<file path="src/hw/rtl/cet_pkg.sv">
package cet_pkg;

    localparam int ID_W            = 32;
    localparam int KEY_W           = 2 * ID_W;
    localparam int VEC_W           = 48;
    localparam int PAIR_SLOTS_DEF  = 256;
    localparam int COORD_BITS_DEF  = 16;

    typedef enum logic [1:0] {
        EV_NONE  = 2'd0,
        EV_ENTER = 2'd1,
        EV_STAY  = 2'd2,
        EV_EXIT  = 2'd3
    } t_event;

    // query travelling down the cell chain
    typedef struct packed {
        logic             vld;
        logic [KEY_W-1:0] key;
        logic             ovl;
        logic             own;
        logic             done;
        t_event           evt;
    } t_token;

    typedef struct packed {
        t_event evt;
        logic   touch;
    } t_resolve;

    function automatic t_resolve resolve_contact(input logic touch, input logic ovl,
                                                 input logic own);
        t_resolve r;
        r.evt   = EV_NONE;
        r.touch = touch;
        if (ovl) begin
            if (touch) begin
                if (own) begin
                    r.evt = EV_STAY;
                end else begin
                    r.evt   = EV_EXIT;
                    r.touch = 1'b0;
                end
            end else if (own) begin
                r.evt   = EV_ENTER;
                r.touch = 1'b1;
            end
        end else if (touch) begin
            r.evt   = EV_EXIT;
            r.touch = 1'b0;
        end
        return r;
    endfunction

endpackage

</file>
<file path="src/hw/rtl/cet_cell.sv">
module cet_cell (
    input  logic            i_clk,
    input  logic            i_rst_n,
    input  logic            i_adv,
    input  cet_pkg::t_token i_tok,
    output cet_pkg::t_token o_tok
);
    import cet_pkg::*;

    logic             r_valid, n_valid;
    logic [KEY_W-1:0] r_key, n_key;
    logic             r_touch, n_touch;
    t_token           r_tok, n_tok;

    always_comb begin
        t_resolve res;
        res     = '0;
        n_tok   = i_tok;
        n_valid = r_valid;
        n_key   = r_key;
        n_touch = r_touch;
        if (i_tok.vld && !i_tok.done) begin
            if (!r_valid) begin
                // first free cell claims the new pair
                res        = resolve_contact(1'b0, i_tok.ovl, i_tok.own);
                n_valid    = 1'b1;
                n_key      = i_tok.key;
                n_touch    = res.touch;
                n_tok.done = 1'b1;
                n_tok.evt  = res.evt;
            end else if (r_key == i_tok.key) begin
                res        = resolve_contact(r_touch, i_tok.ovl, i_tok.own);
                n_touch    = res.touch;
                n_tok.done = 1'b1;
                n_tok.evt  = res.evt;
            end
        end
    end

    always_ff @(posedge i_clk) begin
        if (!i_rst_n) begin
            r_valid <= 1'b0;
            r_touch <= 1'b0;
            r_tok   <= '0;
        end else if (i_adv) begin
            r_valid <= n_valid;
            r_touch <= n_touch;
            r_tok   <= n_tok;
        end
    end

    always_ff @(posedge i_clk) begin
        if (i_adv) begin
            r_key <= n_key;
        end
    end

    assign o_tok = r_tok;

endmodule

</file>
<file path="config.mk">
export PLATFORM = sky130hd
export DESIGN_NAME = cet_cell
export DESIGN_NICKNAME = d
export VERILOG_FILES = /design/src/hw/rtl/cet_pkg.sv /design/src/hw/rtl/cet_cell.sv
export SDC_FILE = /design/constraint.sdc
export NUM_CORES = 1
export LEC_CHECK = 0
export BUFFER_PORTS_ARGS = -buffer_cell sky130_fd_sc_hd__buf_2
export CORE_ASPECT_RATIO = 0.75
export CORE_MARGIN = 8
export CORE_UTILIZATION = 45
export CTS_CLUSTER_SIZE = 40
export DETAILED_ROUTE_END_ITERATION = 7
export PLACE_DENSITY = 0.79
export SLEW_MARGIN = 25
export SYNTH_ARGS = -nofsm -noshare
export SYNTH_HDL_FRONTEND = slang
export SYNTH_SLANG_ARGS = --single-unit
</file>
<file path="constraint.sdc">
create_clock -name i_clk -period 5.1 [get_ports i_clk]
set_input_delay 0.765 -clock i_clk [delete_from_list [all_inputs] [get_ports i_clk]]
set_output_delay 0.765 -clock i_clk [all_outputs]
set_load 0.02 [all_outputs]
</file>
After elaboration in Yosys (flattened, before gate mapping)
Index checks and enable logic that the tools add are counted.
{ "word_totals": {"reg_bits": 136, "latch_bits": 0, "ram_bits": 0, "rom_bits": 0, "in_bits": 73, "elab_cells": 29, "mem_count": 0} }
{ "classes": {"n_addsub": 0, "multipliers": 0, "div": 0, "order_cmp": 0, "eq_ne": 2, "n_shift": 0, "n_mux": 12, "n_bitwise": 1, "n_reduce_logical": 5} }
{ "op_table": {"columns": ["cell", "count"], "rows": [
  ["$eq 64x64->1", 1],
  ["$mux 3", 6],
  ["$reduce_and 3->1", 2],
  ["$mux 1", 4],
  ["$mux 2", 2],
  ["$ne 2x1->1 const B", 1],
  ["$reduce_and 2->1", 1],
  ["$logic_and 1x1->1", 1],
  ["$logic_not 1->1", 1],
  ["$not 1->1", 1]
]} }

Longest topological paths before layout
Gate-level depths: netlist (run 1).
{ "depth": {"word_depth": 6, "mapped_depth": 6, "depth_no_buf": 6} }

Worst setup path before layout (run 1)
OpenSTA, ideal clock, no wires.
{ "synth_path": {"path_type": "input to register", "start": "input port i_adv", "end": "register r_key[0], enable pin", "setup_time_ps": 487, "arrival_time_ps": 4093, "required_ps": 4613, "setup_slack_ps": 520, "cell_stages": 4, "n_path_buf": 2, "path_cell_list": "clkbuf_1 clkbuf_1 nand2_1 nor2_1"} }
{ "synth_between": {"elab_chain_cells": 1} }
{ "synth_rtl": {"columns": ["item", "line_no", "text"], "rows": [
  ["start, declared", "cet_cell.sv:4", "input logic i_adv,"],
  ["$reduce_and 3->1 (no source line)", null, null],
  ["end signal, assigned", "cet_cell.sv:54", "r_key <= n_key;"],
  ["end, declared", "cet_cell.sv:11", "logic [KEY_W-1:0] r_key, n_key;"]
]} }
No other way between the ends.
A chain may end at the register's enable or synchronous reset.

Worst setup path in the final report (run 1)
{ "layout_path": {"start": "input port i_adv", "end": "register r_key[36], enable pin"} }
Same word-level chain as after synthesis.

==> flow_summary.toml, run 1 <==
[routing]
drc = 0
drt_iter0_drc = 167
drtPass1Iterations = 7
finalWirelength_mm = 11.67
via_count = 3428
via_per_inst = 4.761
antenna_left = 0
wire_per_inst_um = 16.21

[placed_design]
place_hpwl_mm = 8.573
post_dp_cell_area_mm2 = 0.006267
numPortBuffers = 142
place_congestion = 0.7548

[clock_network]
cts.sinks = 136
clk_latency_ns = 0.41
cts_max_level = 4
path_clk_slew_ns = 0.05
clock_tree.buffer_depth = 2
cts_buffers = 17
post_cts_resized = 0
post-cts-setup-buffers = 0
cts_tree = "yes"
root_buffer = "clkbuf_16"
ctsHoldBuffers = 0

[min_path]
min_to = "r_touch"
min_path_cells = 2
min-delay-start = "r_touch"
hp-class = "reg -> reg"

[grt]
grt_use_total = 0.1503
antenna_found_initial = 1
grt_pass1_vias = 3673
grt_remaining_overflow = 0
grt_pass1_wl_mm = 18.82
grt_max_degree = 74

[status]
outcome = "finished, final reports clean"

[final_layout]
fin_area_mm2 = 0.006784
multi_input_area_mm2 = 0.001966
diodes = 0
syn_to_final_growth_pct = 25.68
drive_gt1_frac = 0.2975
fill_cells = 982
register_area_mm2 = 0.003363
nets = 621

[synth]
synth_fa_ha_area_frac = 0
yosys_register_bits = 136
synth.area.mux_share = 0.1261
syn_area_mm2 = 0.005398
netlist_instances = 402
syn_avg_cell_area_um2 = 13.43
synth_top_family_by_area = "multiplexers"
synthDistinctLibCells = 24
synth_nets = 475
yosysSeqAreaShare = 0.6231
synth_xor_xnor_area_share = 0.1055
yosys_warnings = 0
synthSimpleGateAreaFrac = 0.1152
synth_compound_area_frac = 0.01599

[worst_setup_path]
cpMostUsedCell = "buf_4"
max_stage_delay_ns = 0.71
reg2reg_from = "r_key[41]"
cp.arrival_ns = 2.67
reg2regPathDepth = 6
worstSetupPathType = "in -> reg"
endpoint_kind = "flip-flop"
crit_fanout = 33
critPathLaunchType = "input pin"
crit_chain = "buf_4, nand2_1, nor2_4, buf_4"
r2r-end = "o_tok[0]"
reg2reg_setup_slack_ns = 3.04
crit_required_ns = 5.15
critPathSlowestCell = "nor2_4"

[sta]
hold_violations = 0
max_freq_mhz = 382.1
fin_worst_skew_ns = 0.01167
setup_violations = 0
rsz0062_at_grt = "false"
fin_tns_setup_ns = 0
period_share = 0.5131
slew_headroom = 0.4187
worstMarginPinSlew_ns = 0.8699
period_minus_slack_ns = 2.617
slew_violations = 0

[floorplan]
initial_core_util = 0.4631
core_mm2 = 0.01166
ios = 143
die_x_um = 142.5
dieArea_mm2 = 0.01579
die_h_um = 110.8
num_rows = 34

[pwr]
power_density_mw_per_mm2 = 374.8
p_leak_nw = 2.952
irDropWorstVdd_v = 0.0002366

[flow_run]
cap_violations = 0
==> metrics by stage <==
| step | setup WS (ns) | power, W | util | hold slack, ns | std cells |
|---|---|---|---|---|---|
| 2_1_floorplan | 0.5200 | 0.001388 | - | 0.4515 | 402 |
| 3_3_place_gp | 2.125 | 0.001486 | 0.5377 | 0.4604 | 691 |
| 3_5_place_dp | 2.041 | 0.001496 | 0.5377 | 0.4770 | 691 |
| 4_1_cts | 2.447 | 0.002568 | 0.5818 | 0.4853 | 720 |
| 5_1_grt | 2.317 | 0.002639 | 0.5820 | 0.5158 | 720 |
| 6_report | 2.483 | 0.002543 | 0.5820 | 0.4802 | 720 |
==> power breakdown <==
part           internal, W  switching, W
Clock             0.000663      0.000409
Combinational     0.000103      0.000149
Sequential         0.00120     0.0000229
Total              0.00196      0.000581
==> cells in the final DEF (no fill, tap or decap), drive strengths merged <==
cell type,n
a211oi,1
a21boi,1
a311oi,1
a31oi,1
buf,144
clkbuf,24
clkinv,5
dfxtp,72
edfxtp,64
inv,2
mux2i,68
nand2,7
nand3,1
nand4,4
nor2,3
nor2b,68
nor3b,1
nor4,17
o211ai,2
o21ai,5
o21bai,1
o311ai,1
xnor2,1
xor2,64
==> cells by family after synthesis <==
logic type | count (synthesis)
AND/OR/NAND/NOR | 101
flip-flops | 136
XOR/XNOR | 65
buffers and inverters | 19
AO/OA/AOI/OAI | 13
multiplexers | 68
==> cells in the mapped netlist <==
master / count / share of area
dfxtp_1: 72 / 0.27
mux2i_1: 68 / 0.13
nor2b_1: 68 / 0.079
edfxtp_1: 64 / 0.36
xor2_1: 64 / 0.10
nor4_1: 16 / 0.019
clkbuf_1: 13 / 0.0090
nand2_1: 7 / 0.0049
o21ai_0: 5 / 0.0046
buf_2: 4 / 0.0037
nand4_1: 4 / 0.0046
nor2_1: 3 / 0.0021
inv_1: 2 / 0.0014
o211ai_1: 2 / 0.0028
a211oi_1: 1 / 0.0014
a21boi_0: 1 / 0.0014
a311oi_1: 1 / 0.0016
a31oi_1: 1 / 0.0012
nand3_1: 1 / 0.00093
nor3b_1: 1 / 0.0014
nor4_4: 1 / 0.0039
o21bai_1: 1 / 0.0014
o311ai_0: 1 / 0.0016
xnor2_1: 1 / 0.0016
==> flip-flops by register name, summed over array words and instances (netlist names) <==
name,count
r_key,64
r_valid,1
r_touch,1
o_tok,70
==> critical path: cells and delay by family <==
| kind | cells | cell delay, ns |
|---|---|---|
| buffers and inverters | 2 | 0.93 |
| and+or+nand+nor | 2 | 0.94 |
==> routing by layer <==
layer,routed length [um],vias to the layer above,share of wire,GRT usage
li1,-,1701,-,-
met5,8,-,0.00069,0
met4,151,2,0.013,0.06568
met3,1034,14,0.089,0.05766
met2,5092,104,0.44,0.2244
met1,5387,1607,0.46,0.1894
==> worst max-delay path by stage <==
stage,startpoint,to,slack (ns),cells after the start
after detailed placement,i_adv,r_key[56],2.04,4
after floorplan,i_adv,r_key[0],0.52,4
after CTS,i_adv,r_key[57],2.45,4
after global routing,i_adv,r_key[0],2.32,4
final,i_adv,r_key[36],2.48,4
after global placement,i_adv,r_key[0],2.12,4
==> area by class of cell <==
type,instances,share of cell area
clock inverters,5,0.002951
multi-input cells,247,0.2897
inverters,2,0.001107
well taps,162,0.02988
flip-flops and latches,136,0.4958
repair buffers,144,0.1077
clock buffers,24,0.07285
Power figures use the tool's default switching activity.
==> run 2: changes to the inputs <==
==> constraint.sdc (replaced) <==
create_clock -name i_clk -period 2.41 [get_ports i_clk]
set_input_delay 0.3615 -clock i_clk [delete_from_list [all_inputs] [get_ports i_clk]]
set_output_delay 0.3615 -clock i_clk [all_outputs]
set_load 0.02 [all_outputs]
==> flow_summary.toml, run 2 (synthesized netlist as in run 1, its figures left out) <==
[final_layout]
fin_util = 0.5939
largest_register_ffs = 70
syn_to_final_growth_pct = 28.26
nets = 624
final_cell_mix = "buf_2 (141), dfxtp_1 (72), nor2b_1 (68), mux2i_1 (68)"
drive_gt1_frac = 0.3174
diodes = 0
layout.cells.most_common = "buf_2"

[pwr]
total_power_w = 0.005837
power_density_mw_per_mm2 = 843.1
irDropWorstVdd_v = 0.0005681
p_leak_nw = 3.019

[status]
outcome = "finished, final reports clean"

[placed_design]
numPortBuffers = 142
place_hpwl_mm = 8.428
place_congestion = 0.7770

[routing]
finalWirelength_mm = 11.89
antenna_left = 0
via_count = 3478
wire_per_inst_um = 16.37
via_per_inst = 4.791
drtPass1Iterations = 4
wl_met3_um = 892
drc = 0
drt_iter0_drc = 115
met1_length_mm = 5.349
met2_length_mm = 5.553
routed.top_layer = "met5"

[clock_network]
cts_buffers = 17
clk_latency_ns = 0.41
cts_tree = "yes"
post_cts_resized = 0
clock_tree.buffer_depth = 2
cts.sinks = 136
ctsHoldBuffers = 0
cts_max_level = 4
root_buffer = "clkbuf_16"
path_clk_slew_ns = 0.06
post-cts-setup-buffers = 0

[sta]
slew_headroom = 0.6015
fin_worst_skew_ns = 0.008386
hold_ws_ns = 0.1690
fin_tns_setup_ns = 0
period_minus_slack_ns = 2.182
setup_violations = 0
rsz0062_at_grt = "false"
slew_violations = 0
max_freq_mhz = 458.4
worstMarginPinSlew_ns = 0.5977
period_share = 0.9053
hold_violations = 0

[floorplan]
dieArea_mm2 = 0.01579
die_x_um = 142.5
die_h_um = 110.8
num_rows = 34
core_mm2 = 0.01166
ios = 143
initial_core_util = 0.4631

[grt]
grt_remaining_overflow = 0
grt_pass1_vias = 3726
grt_pass1_wl_mm = 19.20
antenna_found_initial = 1
grt_max_degree = 76
grt_use_total = 0.1547

[worst_setup_path]
endpoint_kind = "flip-flop"
reg2regPathDepth = 6
critPathLaunchType = "flip-flop"
cp.arrival_ns = 2.49
crit_fanout = 6
worstSetupPathType = "reg -> reg"
crit_required_ns = 2.72

[min_path]
min_path_cells = 1
hp-class = "in -> reg"

[flow_run]
cap_violations = 0
-- run 2: cell count changes in the layout (fill, tap and decap cells not counted), sizes merged --
cell and change:
buf +3, bufinv +4, clkbuf -4, clkinvlp +2
inv +1
-- run 2: worst max-delay path, stage by stage, from the launching register on --
cell and delay (ns):
edfxtp_1 0.39, xor2_1 0.16, nor4_1 0.50, nand4_1 0.25
nor4_4 0.45, nor2_1 0.09, a311oi_1 0.24
-- run 2: metal layers --
layer,vias up,global-route usage
met4,2,0.06356
met1,1662,0.1878
met2,99,0.2415
met3,8,0.05895
li1,1707,-
met5,-,0
-- run 2: worst paths after layout --
kind | slack (ns) | from | end
worst max-delay path | 0.23 | r_key[12] | o_tok[0]
worst min-delay path | 0.17 | i_tok[15] | r_key[10]
worst max register to register | 0.23 | r_key[12] | o_tok[0]
worst min register to register | 0.49 | r_touch | r_touch
-- run 2: power breakdown --
part	leakage, nW	internal, W	switching [W]
Clock	0.300	0.00176	0.000965
Combinational	1.54	0.000223	0.000316
Sequential	1.18	0.00253	0.0000488
-- run 2: area by class of cell --
cell class,instances,area [um^2]
flip-flops and latches,136,3363
clock inverters,12,173.9
fillers,997,4733
inverters,2,7.507
clock buffers,20,446.7
multi-input cells,247,1966
repair buffers,147,763.2
well taps,162,202.7
-- run 2: stage by stage --
| step | instances | instance area (um^2) | setup slack [ns] |
|---|---|---|---|
| 2_1_floorplan | 402 | 5406 | 0.1397 |
| 3_3_place_gp | 694 | 6302 | 0.1980 |
| 3_5_place_dp | 694 | 6302 | 0.05161 |
| 4_1_cts | 726 | 6923 | 0.1413 |
| 5_1_grt | 726 | 6923 | 0.07231 |
| 6_report | 726 | 6923 | 0.2283 |
