**src/hw/rtl/cet_pkg.sv**
```systemverilog
package cet_pkg;

    localparam int ID_W            = 32;
    localparam int KEY_W           = 2 * ID_W;
    localparam int VEC_W           = 48;
    localparam int PAIR_SLOTS_DEF  = 256;
    localparam int COORD_BITS_DEF  = 16;

    typedef enum logic [1:0] {
        EV_NONE  = 2'd0,
        EV_ENTER = 2'd1,
        EV_STAY  = 2'd2,
        EV_EXIT  = 2'd3
    } t_event;

    // query travelling down the cell chain
    typedef struct packed {
        logic             vld;
        logic [KEY_W-1:0] key;
        logic             ovl;
        logic             own;
        logic             done;
        t_event           evt;
    } t_token;

    typedef struct packed {
        t_event evt;
        logic   touch;
    } t_resolve;

    function automatic t_resolve resolve_contact(input logic touch, input logic ovl,
                                                 input logic own);
        t_resolve r;
        r.evt   = EV_NONE;
        r.touch = touch;
        if (ovl) begin
            if (touch) begin
                if (own) begin
                    r.evt = EV_STAY;
                end else begin
                    r.evt   = EV_EXIT;
                    r.touch = 1'b0;
                end
            end else if (own) begin
                r.evt   = EV_ENTER;
                r.touch = 1'b1;
            end
        end else if (touch) begin
            r.evt   = EV_EXIT;
            r.touch = 1'b0;
        end
        return r;
    endfunction

endpackage

```
**src/hw/rtl/cet_if.sv**
```systemverilog
interface cet_in_if;
    logic                      valid;
    logic                      ready;
    logic [cet_pkg::ID_W-1:0]  left_id;
    logic [cet_pkg::ID_W-1:0]  right_id;
    logic [cet_pkg::VEC_W-1:0] left_center;
    logic [cet_pkg::VEC_W-1:0] left_extent;
    logic [cet_pkg::VEC_W-1:0] right_center;
    logic [cet_pkg::VEC_W-1:0] right_extent;
    logic                      left_enabled;
    logic                      right_enabled;
    logic                      left_owner_live;
    logic                      right_owner_live;

    modport source (
        output valid, left_id, right_id, left_center, left_extent, right_center,
               right_extent, left_enabled, right_enabled, left_owner_live,
               right_owner_live,
        input  ready
    );
    modport sink (
        input  valid, left_id, right_id, left_center, left_extent, right_center,
               right_extent, left_enabled, right_enabled, left_owner_live,
               right_owner_live,
        output ready
    );
endinterface


```
**src/hw/rtl/cet_front.sv**
```systemverilog
module cet_front #(
    parameter int COORD_BITS = cet_pkg::COORD_BITS_DEF
) (
    input  logic            i_clk,
    input  logic            i_rst_n,
    input  logic            i_adv,
    cet_in_if.sink          i_pair,
    output cet_pkg::t_token o_tok
);
    import cet_pkg::*;

    localparam int EXT_W = 64;

    logic [EXT_W-1:0] w_lc, w_le, w_rc, w_re;
    logic [2:0]       w_axis_hit;
    t_token           n_tok, r_tok;

    assign i_pair.ready = i_adv;

    assign w_lc = {{(EXT_W-VEC_W){1'b0}}, i_pair.left_center};
    assign w_le = {{(EXT_W-VEC_W){1'b0}}, i_pair.left_extent};
    assign w_rc = {{(EXT_W-VEC_W){1'b0}}, i_pair.right_center};
    assign w_re = {{(EXT_W-VEC_W){1'b0}}, i_pair.right_extent};

    // per axis: 2*|rc-lc| < le+re
    for (genvar k = 0; k < 3; k++) begin : g_axis
        logic signed [COORD_BITS:0] w_d;
        logic        [COORD_BITS:0] w_ad;
        logic        [COORD_BITS+1:0] w_twice;
        logic        [COORD_BITS+1:0] w_span;

        assign w_d = $signed({w_rc[k*COORD_BITS+COORD_BITS-1], w_rc[k*COORD_BITS +: COORD_BITS]})
                   - $signed({w_lc[k*COORD_BITS+COORD_BITS-1], w_lc[k*COORD_BITS +: COORD_BITS]});
        assign w_ad    = w_d[COORD_BITS] ? (COORD_BITS+1)'(0) - w_d : w_d;
        assign w_twice = {w_ad, 1'b0};
        assign w_span  = {2'b00, w_le[k*COORD_BITS +: COORD_BITS]}
                       + {2'b00, w_re[k*COORD_BITS +: COORD_BITS]};
        assign w_axis_hit[k] = w_twice < w_span;
    end

    always_comb begin
        n_tok      = '0;
        n_tok.vld  = i_pair.valid;
        n_tok.key  = {i_pair.left_id, i_pair.right_id};
        n_tok.own  = i_pair.left_owner_live & i_pair.right_owner_live;
        n_tok.evt  = EV_NONE;
        if (!i_pair.left_enabled || !i_pair.right_enabled
            || i_pair.left_id == i_pair.right_id) begin
            // skipped pair rides the chain as already resolved
            n_tok.done = 1'b1;
            n_tok.ovl  = 1'b0;
        end else begin
            n_tok.done = 1'b0;
            n_tok.ovl  = &w_axis_hit;
        end
    end

    always_ff @(posedge i_clk) begin
        if (!i_rst_n) begin
            r_tok <= '0;
        end else if (i_adv) begin
            r_tok <= n_tok;
        end
    end

    assign o_tok = r_tok;

endmodule

```
**src/flat_wrapper.sv**
```systemverilog
// flat-port wrapper written by rule: the top's interface ports become plain ports
module cet_front_flat import cet_pkg::*;
#(
    parameter int COORD_BITS = cet_pkg::COORD_BITS_DEF
)
  (i_clk, i_rst_n, i_adv, o_tok, i_pair_valid, i_pair_left_id, i_pair_right_id, i_pair_left_center, i_pair_left_extent, i_pair_right_center, i_pair_right_extent, i_pair_left_enabled, i_pair_right_enabled, i_pair_left_owner_live, i_pair_right_owner_live, i_pair_ready);
  cet_in_if i_pair_i ();
  input  logic i_clk;
  input  logic i_rst_n;
  input  logic i_adv;
  output cet_pkg::t_token o_tok;
  input wire logic [$bits(i_pair_i.valid)-1:0] i_pair_valid;
  input wire logic [$bits(i_pair_i.left_id)-1:0] i_pair_left_id;
  input wire logic [$bits(i_pair_i.right_id)-1:0] i_pair_right_id;
  input wire logic [$bits(i_pair_i.left_center)-1:0] i_pair_left_center;
  input wire logic [$bits(i_pair_i.left_extent)-1:0] i_pair_left_extent;
  input wire logic [$bits(i_pair_i.right_center)-1:0] i_pair_right_center;
  input wire logic [$bits(i_pair_i.right_extent)-1:0] i_pair_right_extent;
  input wire logic [$bits(i_pair_i.left_enabled)-1:0] i_pair_left_enabled;
  input wire logic [$bits(i_pair_i.right_enabled)-1:0] i_pair_right_enabled;
  input wire logic [$bits(i_pair_i.left_owner_live)-1:0] i_pair_left_owner_live;
  input wire logic [$bits(i_pair_i.right_owner_live)-1:0] i_pair_right_owner_live;
  output wire logic [$bits(i_pair_i.ready)-1:0] i_pair_ready;
  assign i_pair_i.valid = i_pair_valid;
  assign i_pair_i.left_id = i_pair_left_id;
  assign i_pair_i.right_id = i_pair_right_id;
  assign i_pair_i.left_center = i_pair_left_center;
  assign i_pair_i.left_extent = i_pair_left_extent;
  assign i_pair_i.right_center = i_pair_right_center;
  assign i_pair_i.right_extent = i_pair_right_extent;
  assign i_pair_i.left_enabled = i_pair_left_enabled;
  assign i_pair_i.right_enabled = i_pair_right_enabled;
  assign i_pair_i.left_owner_live = i_pair_left_owner_live;
  assign i_pair_i.right_owner_live = i_pair_right_owner_live;
  assign i_pair_ready = i_pair_i.ready;
  cet_front #(.COORD_BITS(COORD_BITS)) u_core (.i_clk(i_clk), .i_rst_n(i_rst_n), .i_adv(i_adv), .i_pair(i_pair_i), .o_tok(o_tok));
endmodule
```
**config.mk**
```make
export PLATFORM = sky130hd
export DESIGN_NAME = cet_front_flat
export DESIGN_NICKNAME = d
export VERILOG_FILES = /design/src/hw/rtl/cet_pkg.sv /design/src/hw/rtl/cet_if.sv /design/src/hw/rtl/cet_front.sv /design/src/flat_wrapper.sv
export SDC_FILE = /design/constraint.sdc
export NUM_CORES = 1
export LEC_CHECK = 0
export ABC_AREA = 1
export BUFFER_PORTS_ARGS = -buffer_cell sky130_fd_sc_hd__buf_2
export CAP_MARGIN = 20
export CORE_AREA = 2 2 149 151
export DETAILED_ROUTE_END_ITERATION = 7
export DIE_AREA = 0 0 151 153
export GPL_TIMING_DRIVEN = 0
export PLACE_DENSITY_LB_ADDON = 0.08
export SYNTH_ARGS = -nofsm -noshare
export SYNTH_HDL_FRONTEND = slang
export SYNTH_SLANG_ARGS = --single-unit
```
**constraint.sdc**
```tcl
create_clock -name i_clk -period 3.3 [get_ports i_clk]
set_clock_uncertainty 0.1 [all_clocks]
set_input_delay 0.33 -clock i_clk [delete_from_list [all_inputs] [get_ports i_clk]]
set_output_delay 0.33 -clock i_clk [all_outputs]
set_load 0.05 [all_outputs]
```
# [Word level (Yosys, flattened, before mapping)]
# Index checks and enable logic that the tools add are counted.
[totals] output_inout_bits=71 elab_cells=29 in_bits=264 reg_bits=68
[op_classes] n_eq_ne=1 bitwise=1 n_lt_le_gt_ge=3 reduce_logical=5 muxes=5 addsub=9
[op_table] cell="< comparator 18 bit" count=3
[op_table] cell="adder 16 x 16 -> 17 bit" count=3
[op_table] cell="2-to-1 mux 17 bit" count=3
[op_table] cell="subtractor 1 x 17 -> 17 bit (first input constant)" count=3
[op_table] cell="subtractor 16 x 16 -> 17 bit" count=3
[op_table] cell="== test 32 bit" count=1
[op_table] cell="AND reduction 3 bit" count=1
[op_table] cell="logical NOT 1 bit" count=2
[op_table] cell="logical OR 1 bit" count=2
[op_table] cell="2-to-1 mux 1 bit" count=2
[op_table] cell="AND 1 bit" count=1

# [Longest topological paths before layout]
[logic_depth] word_depth=6 mapped_depth=32

# [Least setup slack after synthesis]
# Ideal clock, no wire load.
[synth_timing] kind="input port to flip-flop" start="input i_pair_right_center[32]" end="register u_core.r_tok, in the netlist u_core.o_tok[4]" path_slack_ps=-53 required_time_ps=3130 setup_time_ps=70 arrival_time_ps=3183 path_stages=27 n_path_buf=0 cell_sequence="inv_1 ha_1 inv_1 fa_1 inv_1 ha_1 inv_1 a21oi_1 nand3_1 nor2_1 nand3_1 o21ai_0 xor2_1 inv_1 ha_1 a21oi_1 o21a_1 nand2_1 nand2_1 nand2_1 nand2_1 nand2_1 nand2_1 nand2_1 nor2_1 nand4_1 a21oi_1"
[synth_between] elab_chain_len=6
[synth_rtl] item="from (decl)" line_no="flat_wrapper.sv:17" rtl="input wire logic [$bits(i_pair_i.right_center)-1:0] i_pair_right_center;"
[synth_rtl] item="subtractor 16 x 16 -> 17 bit *" line_no="cet_front.sv:33" rtl="- $signed({w_lc[k*COORD_BITS+COORD_BITS-1], w_lc[k*COORD_BITS +: COORD_BITS]});"
[synth_rtl] item="subtractor 1 x 17 -> 17 bit" line_no="cet_front.sv:34" rtl="assign w_ad = w_d[COORD_BITS] ? (COORD_BITS+1)'(0) - w_d : w_d;"
[synth_rtl] item="2-to-1 mux 17 bit *" line_no="cet_front.sv:34"
[synth_rtl] item="< comparator 18 bit *" line_no="cet_front.sv:38" rtl="assign w_axis_hit[k] = w_twice < w_span;"
[synth_rtl] item="AND reduction 3 bit *" line_no="cet_front.sv:54" rtl="n_tok.ovl = &w_axis_hit;"
[synth_rtl] item="2-to-1 mux 1 bit *" line_no="cet_front.sv:47" rtl="if (!i_pair.left_enabled || !i_pair.right_enabled"
[synth_rtl] item="to (signal assigned)" line_no="cet_front.sv:62" rtl="r_tok <= n_tok;"
[synth_rtl] item="to (decl)" line_no="cet_front.sv:16" rtl="t_token n_tok, r_tok;"
# Mark *: on every way between the ends. The rest lies on a longest branch, timed or not.
# A chain may end at the register's enable or synchronous reset.

# [Final worst setup path]
# Same ends and word-level chain as after synthesis.

==> results.txt <==
After synthesis, the mean cell area works out to 6.150 sq um. TritonCTS created 9 clock buffers. The initial antenna violation count is 7.

The flow ran to the end, but the final reports show violations. The total clock sinks came out at 68. The power per cell area came out at 362.4 nW/um^2. The peak clock frequency supported by timing is 0.2962 GHz.

The clock tree buffer depth is 2. The final reports fail on setup timing. The routability congestion estimate from global placement is 0.8904. The power consumption came out at 4702 uW.

The die is 151 um wide. The number of filler instances in the final layout is 2149. The required time of the worst setup path came out at 3.46 ns. The combined global-route utilization of all metal layers is 24.35%.

The fraction of final layout cells sized beyond drive strength 1 came out at 24.42%. The detailed-route via count came out at 11240. The number of endpoints with negative hold slack in the final report came out at 0. The period utilization is 102.3%. The min-delay analysis places its worst path in the category input port to flip-flop. The met2 track demand over resource is 45.06%. Clock-pin slew was measured on the worst setup and hold paths at 0.06 ns. Before antenna repair, the detailed router went through 5 iterations. The estimated wirelength of the detail-placed design is 24840 um. The register with the most flip-flops in the layout has 68 of them. The finished layout cell area came out at 12970 sq um. The count of H-tree levels built during CTS came out at 3. The relative slew slack came out at 64.45%. The number of warnings issued by yosys is 0. The count of final max-slew check failures was 0. The count of distinct cell types in the synthesized netlist is 50. For this design, the slowest cell found on the critical path is fa_2. The global routing stage identified its most utilized layer as met2.

The wire length reported by the detailed router is 29180 um. In the global route stage, met3 resource usage came out at 3.582%. The die outline height came out at 153 um. The clock reaches the later pin of the worst-skew pair after 0.33 ns. The static leakage power came out at 0.007416 uW. The cell count after synthesis is 1658. The placement-stage worst setup slack came out at -0.6230 ns. The sequential fraction of the synthesis area is 13.35%.

The residual DRC count came out at 0. After detailed routing, the number of vias per cell comes to 4.848. For the pin with the worst max-slew slack, the measured transition is 0.5332 ns. The number of global-route vias before repair was 10410. The number of violations of the max-capacitance limit came out at 0.

The type of destination of the critical path is a flip-flop. The CTS tree is yes. STA classifies the critical path startpoint as an input port. The routed length per placed instance is 12.59 um. The count of buffers from port buffering is 330. The post-layout utilization of the core came out at 60.38%.

From synthesis to final layout, the design area changed by 27.23%. The area of all sequential standard cells is 1361 sq um. At the worst endpoint, the arrival time is 3.54 ns. The I/O pin count is 335. Setup repair after global routing could not meet its margin everywhere. The instance area at placement came out at 12210 sq um.

The region available for standard cell placement spans 21490 sq um. In this run the core area contains 54 standard-cell rows. The post-route antenna net violation count came out at 0.

The met1 track demand over resource in global routing is 28.40%. The total area of multi-input combinational cells came out at 7965 sq um. The number of setup violations in the final report came out at 1. The worst-path maximum fanout came out at 2. The violation count after the first detailed-route iteration is 372. The cell area after synthesis came out at 10200 sq um. The worst-case setup margin in the final layout came out at -0.07559 ns.

The worst-case vdd ir drop is 0.2177 mV. Clock tree synthesis selected as its root buffer the cell clkbuf_16. The area of the die came out at 23100 sq um. The delay of the slowest critical-path stage is 0.48 ns.

The initial core utilization came out at 47.46%. The pin count of the biggest net entering global routing is 13. The most frequent cell on the critical path is nand2_1. Global routing finished with a remaining overflow of 0.

The minimum clock period is 3.376 ns. The wire length of the first global-routing pass came out at 46800 um. The worst setup path is of the input port to flip-flop kind. For this run, the post-layout net count is 2443. In this run, synthesis produced a sequential element count of 68.
[power breakdown]
group / switching [uW] / internal [uW] / total [uW] / leakage [uW]
clock: 372 / 585 / 957 / 0.000142
sequential: 25.9 / 879 / 905 / 0.000565
combinational: 1700 / 1140 / 2840 / 0.00671
total: 2090 / 2610 / 4700 / 0.00742
[layer usage]
| metal | vias to the layer above | share of wire [%] |
|---|---|---|
| met2 | 279 | 49 |
| li1 | 6029 | - |
| met4 | 0 | 3.1 |
| met5 | - | 0 |
| met3 | 46 | 5.9 |
| met1 | 4884 | 42 |
[final cells by class]
cell class | count | area share [%]
antenna | 7 | 0.1350
clock inverter | 6 | 0.5015
clock buffer | 10 | 1.765
multi-input combinational | 1306 | 61.39
inverter | 257 | 7.455
sequential | 68 | 10.49
buffer | 28 | 1.128
tap | 280 | 2.700
timing repair buffer | 356 | 14.43
[cells by family after synthesis]
| logic type | share of synthesized area [%] |
|---|---|
| and+or+nand+nor | 33.06 |
| buffers and inverters | 10.83 |
| AOI/OAI and AO/OA | 13.42 |
| adders and majority gates | 19.21 |
| xor gates and xnor gates | 10.09 |
| DFF | 13.35 |
| other | 0.03677 |
[placed cells by master, fill, tap and decap left out, types with 7 or more instances in the layout]
cell | synthesis | routed
nand4_1 | 10 | 10
inv_2 | 8 | 11
dfxtp_1 | 68 | 68
buf_2 | 1 | 328
nand3b_1 | 18 | 18
buf_4 | 3 | 28
nand2_1 | 422 | 413
nand2_2 | 30 | 37
nand3_1 | 74 | 66
diode_2 | 0 | 7
ha_1 | 147 | 138
nand3_2 | 4 | 10
a31oi_1 | 7 | 7
a21oi_1 | 116 | 110
inv_1 | 247 | 243
xor2_1 | 55 | 55
xnor2_1 | 55 | 55
o21ai_1 | 11 | 11
nor3_1 | 15 | 15
o21ai_0 | 82 | 81
a21oi_2 | 3 | 8
nor2_1 | 189 | 185
clkbuf_16 | 0 | 9
clkbuf_1 | 19 | 20
[synthesized netlist by cell type, drive strengths merged]
cell / number / area (sq um)
nand2: 452 / 1772
inv: 255 / 957.2
nor2: 195 / 757.0
ha: 147 / 1839
a21oi: 120 / 623.1
o21ai: 98 / 509.2
nand3: 79 / 427.9
dfxtp: 68 / 1361
xor2: 59 / 546.8
xnor2: 55 / 481.7
clkbuf: 19 / 71.32
nor3: 19 / 121.4
nand3b: 18 / 135.1
nand4: 10 / 62.56
buf: 9 / 68.81
and2: 8 / 51.30
a31oi: 7 / 43.79
a21o: 6 / 45.04
fa: 6 / 120.1
o21bai: 6 / 45.04
o31ai: 5 / 47.54
or2: 5 / 31.28
a21boi: 3 / 22.52
clkinv: 2 / 7.510
o31a: 2 / 17.52
a211oi: 1 / 7.510
and3: 1 / 6.260
conb: 1 / 3.750
o21a: 1 / 7.510
or3: 1 / 6.260
[path summary, 6_finish.rpt]
path                                       from  slack (ns)                             to  cells after the start
hold reg to reg    u_core.o_tok[4]$_SDFFE_PN0P_        0.36   u_core.o_tok[4]$_SDFFE_PN0P_                      2
hold / removal                     i_pair_valid        0.12  u_core.o_tok[69]$_SDFFE_PN0P_                      3
setup / recovery        i_pair_right_center[32]       -0.08   u_core.o_tok[4]$_SDFFE_PN0P_                     32
setup reg to reg  u_core.o_tok[23]$_SDFFE_PN0P_        2.49  u_core.o_tok[23]$_SDFFE_PN0P_                      2
[per-stage QoR]
stage / hold WS (ns) / instances / setup TNS [ns]
2_1_floorplan: 0.3649 / 1659 / -0.05074
3_3_place_gp: 0.3512 / 2269 / -0.5876
3_5_place_dp: 0.3627 / 2269 / -0.6230
4_1_cts: 0.1235 / 2299 / -0.1483
5_1_grt: 0.1521 / 2316 / -0.4275
6_report: 0.1240 / 2318 / -0.07559
[worst max-delay path, delay by kind of cell]
| kind | cells | cell delay, ns |
|---|---|---|
| and+or+nand+nor | 15 | 1.05 |
| AOI/OAI and AO/OA | 2 | 0.25 |
| adders and majority gates | 4 | 0.92 |
| buffers and inverters | 10 | 0.80 |
| xor gates and xnor gates | 1 | 0.14 |
[timing repair]
action / CTS / global route
endpoints found under the setup margin: 1 / 1
hold buffers: 0 / 0
buffers inserted: 14 / 12
gates resized for setup: 26 / 32
endpoints found under the hold margin: 0 / 0
pin swaps: 35 / 33
cloned: 0 / 0
Note: power is estimated with default switching activity, not from simulation.
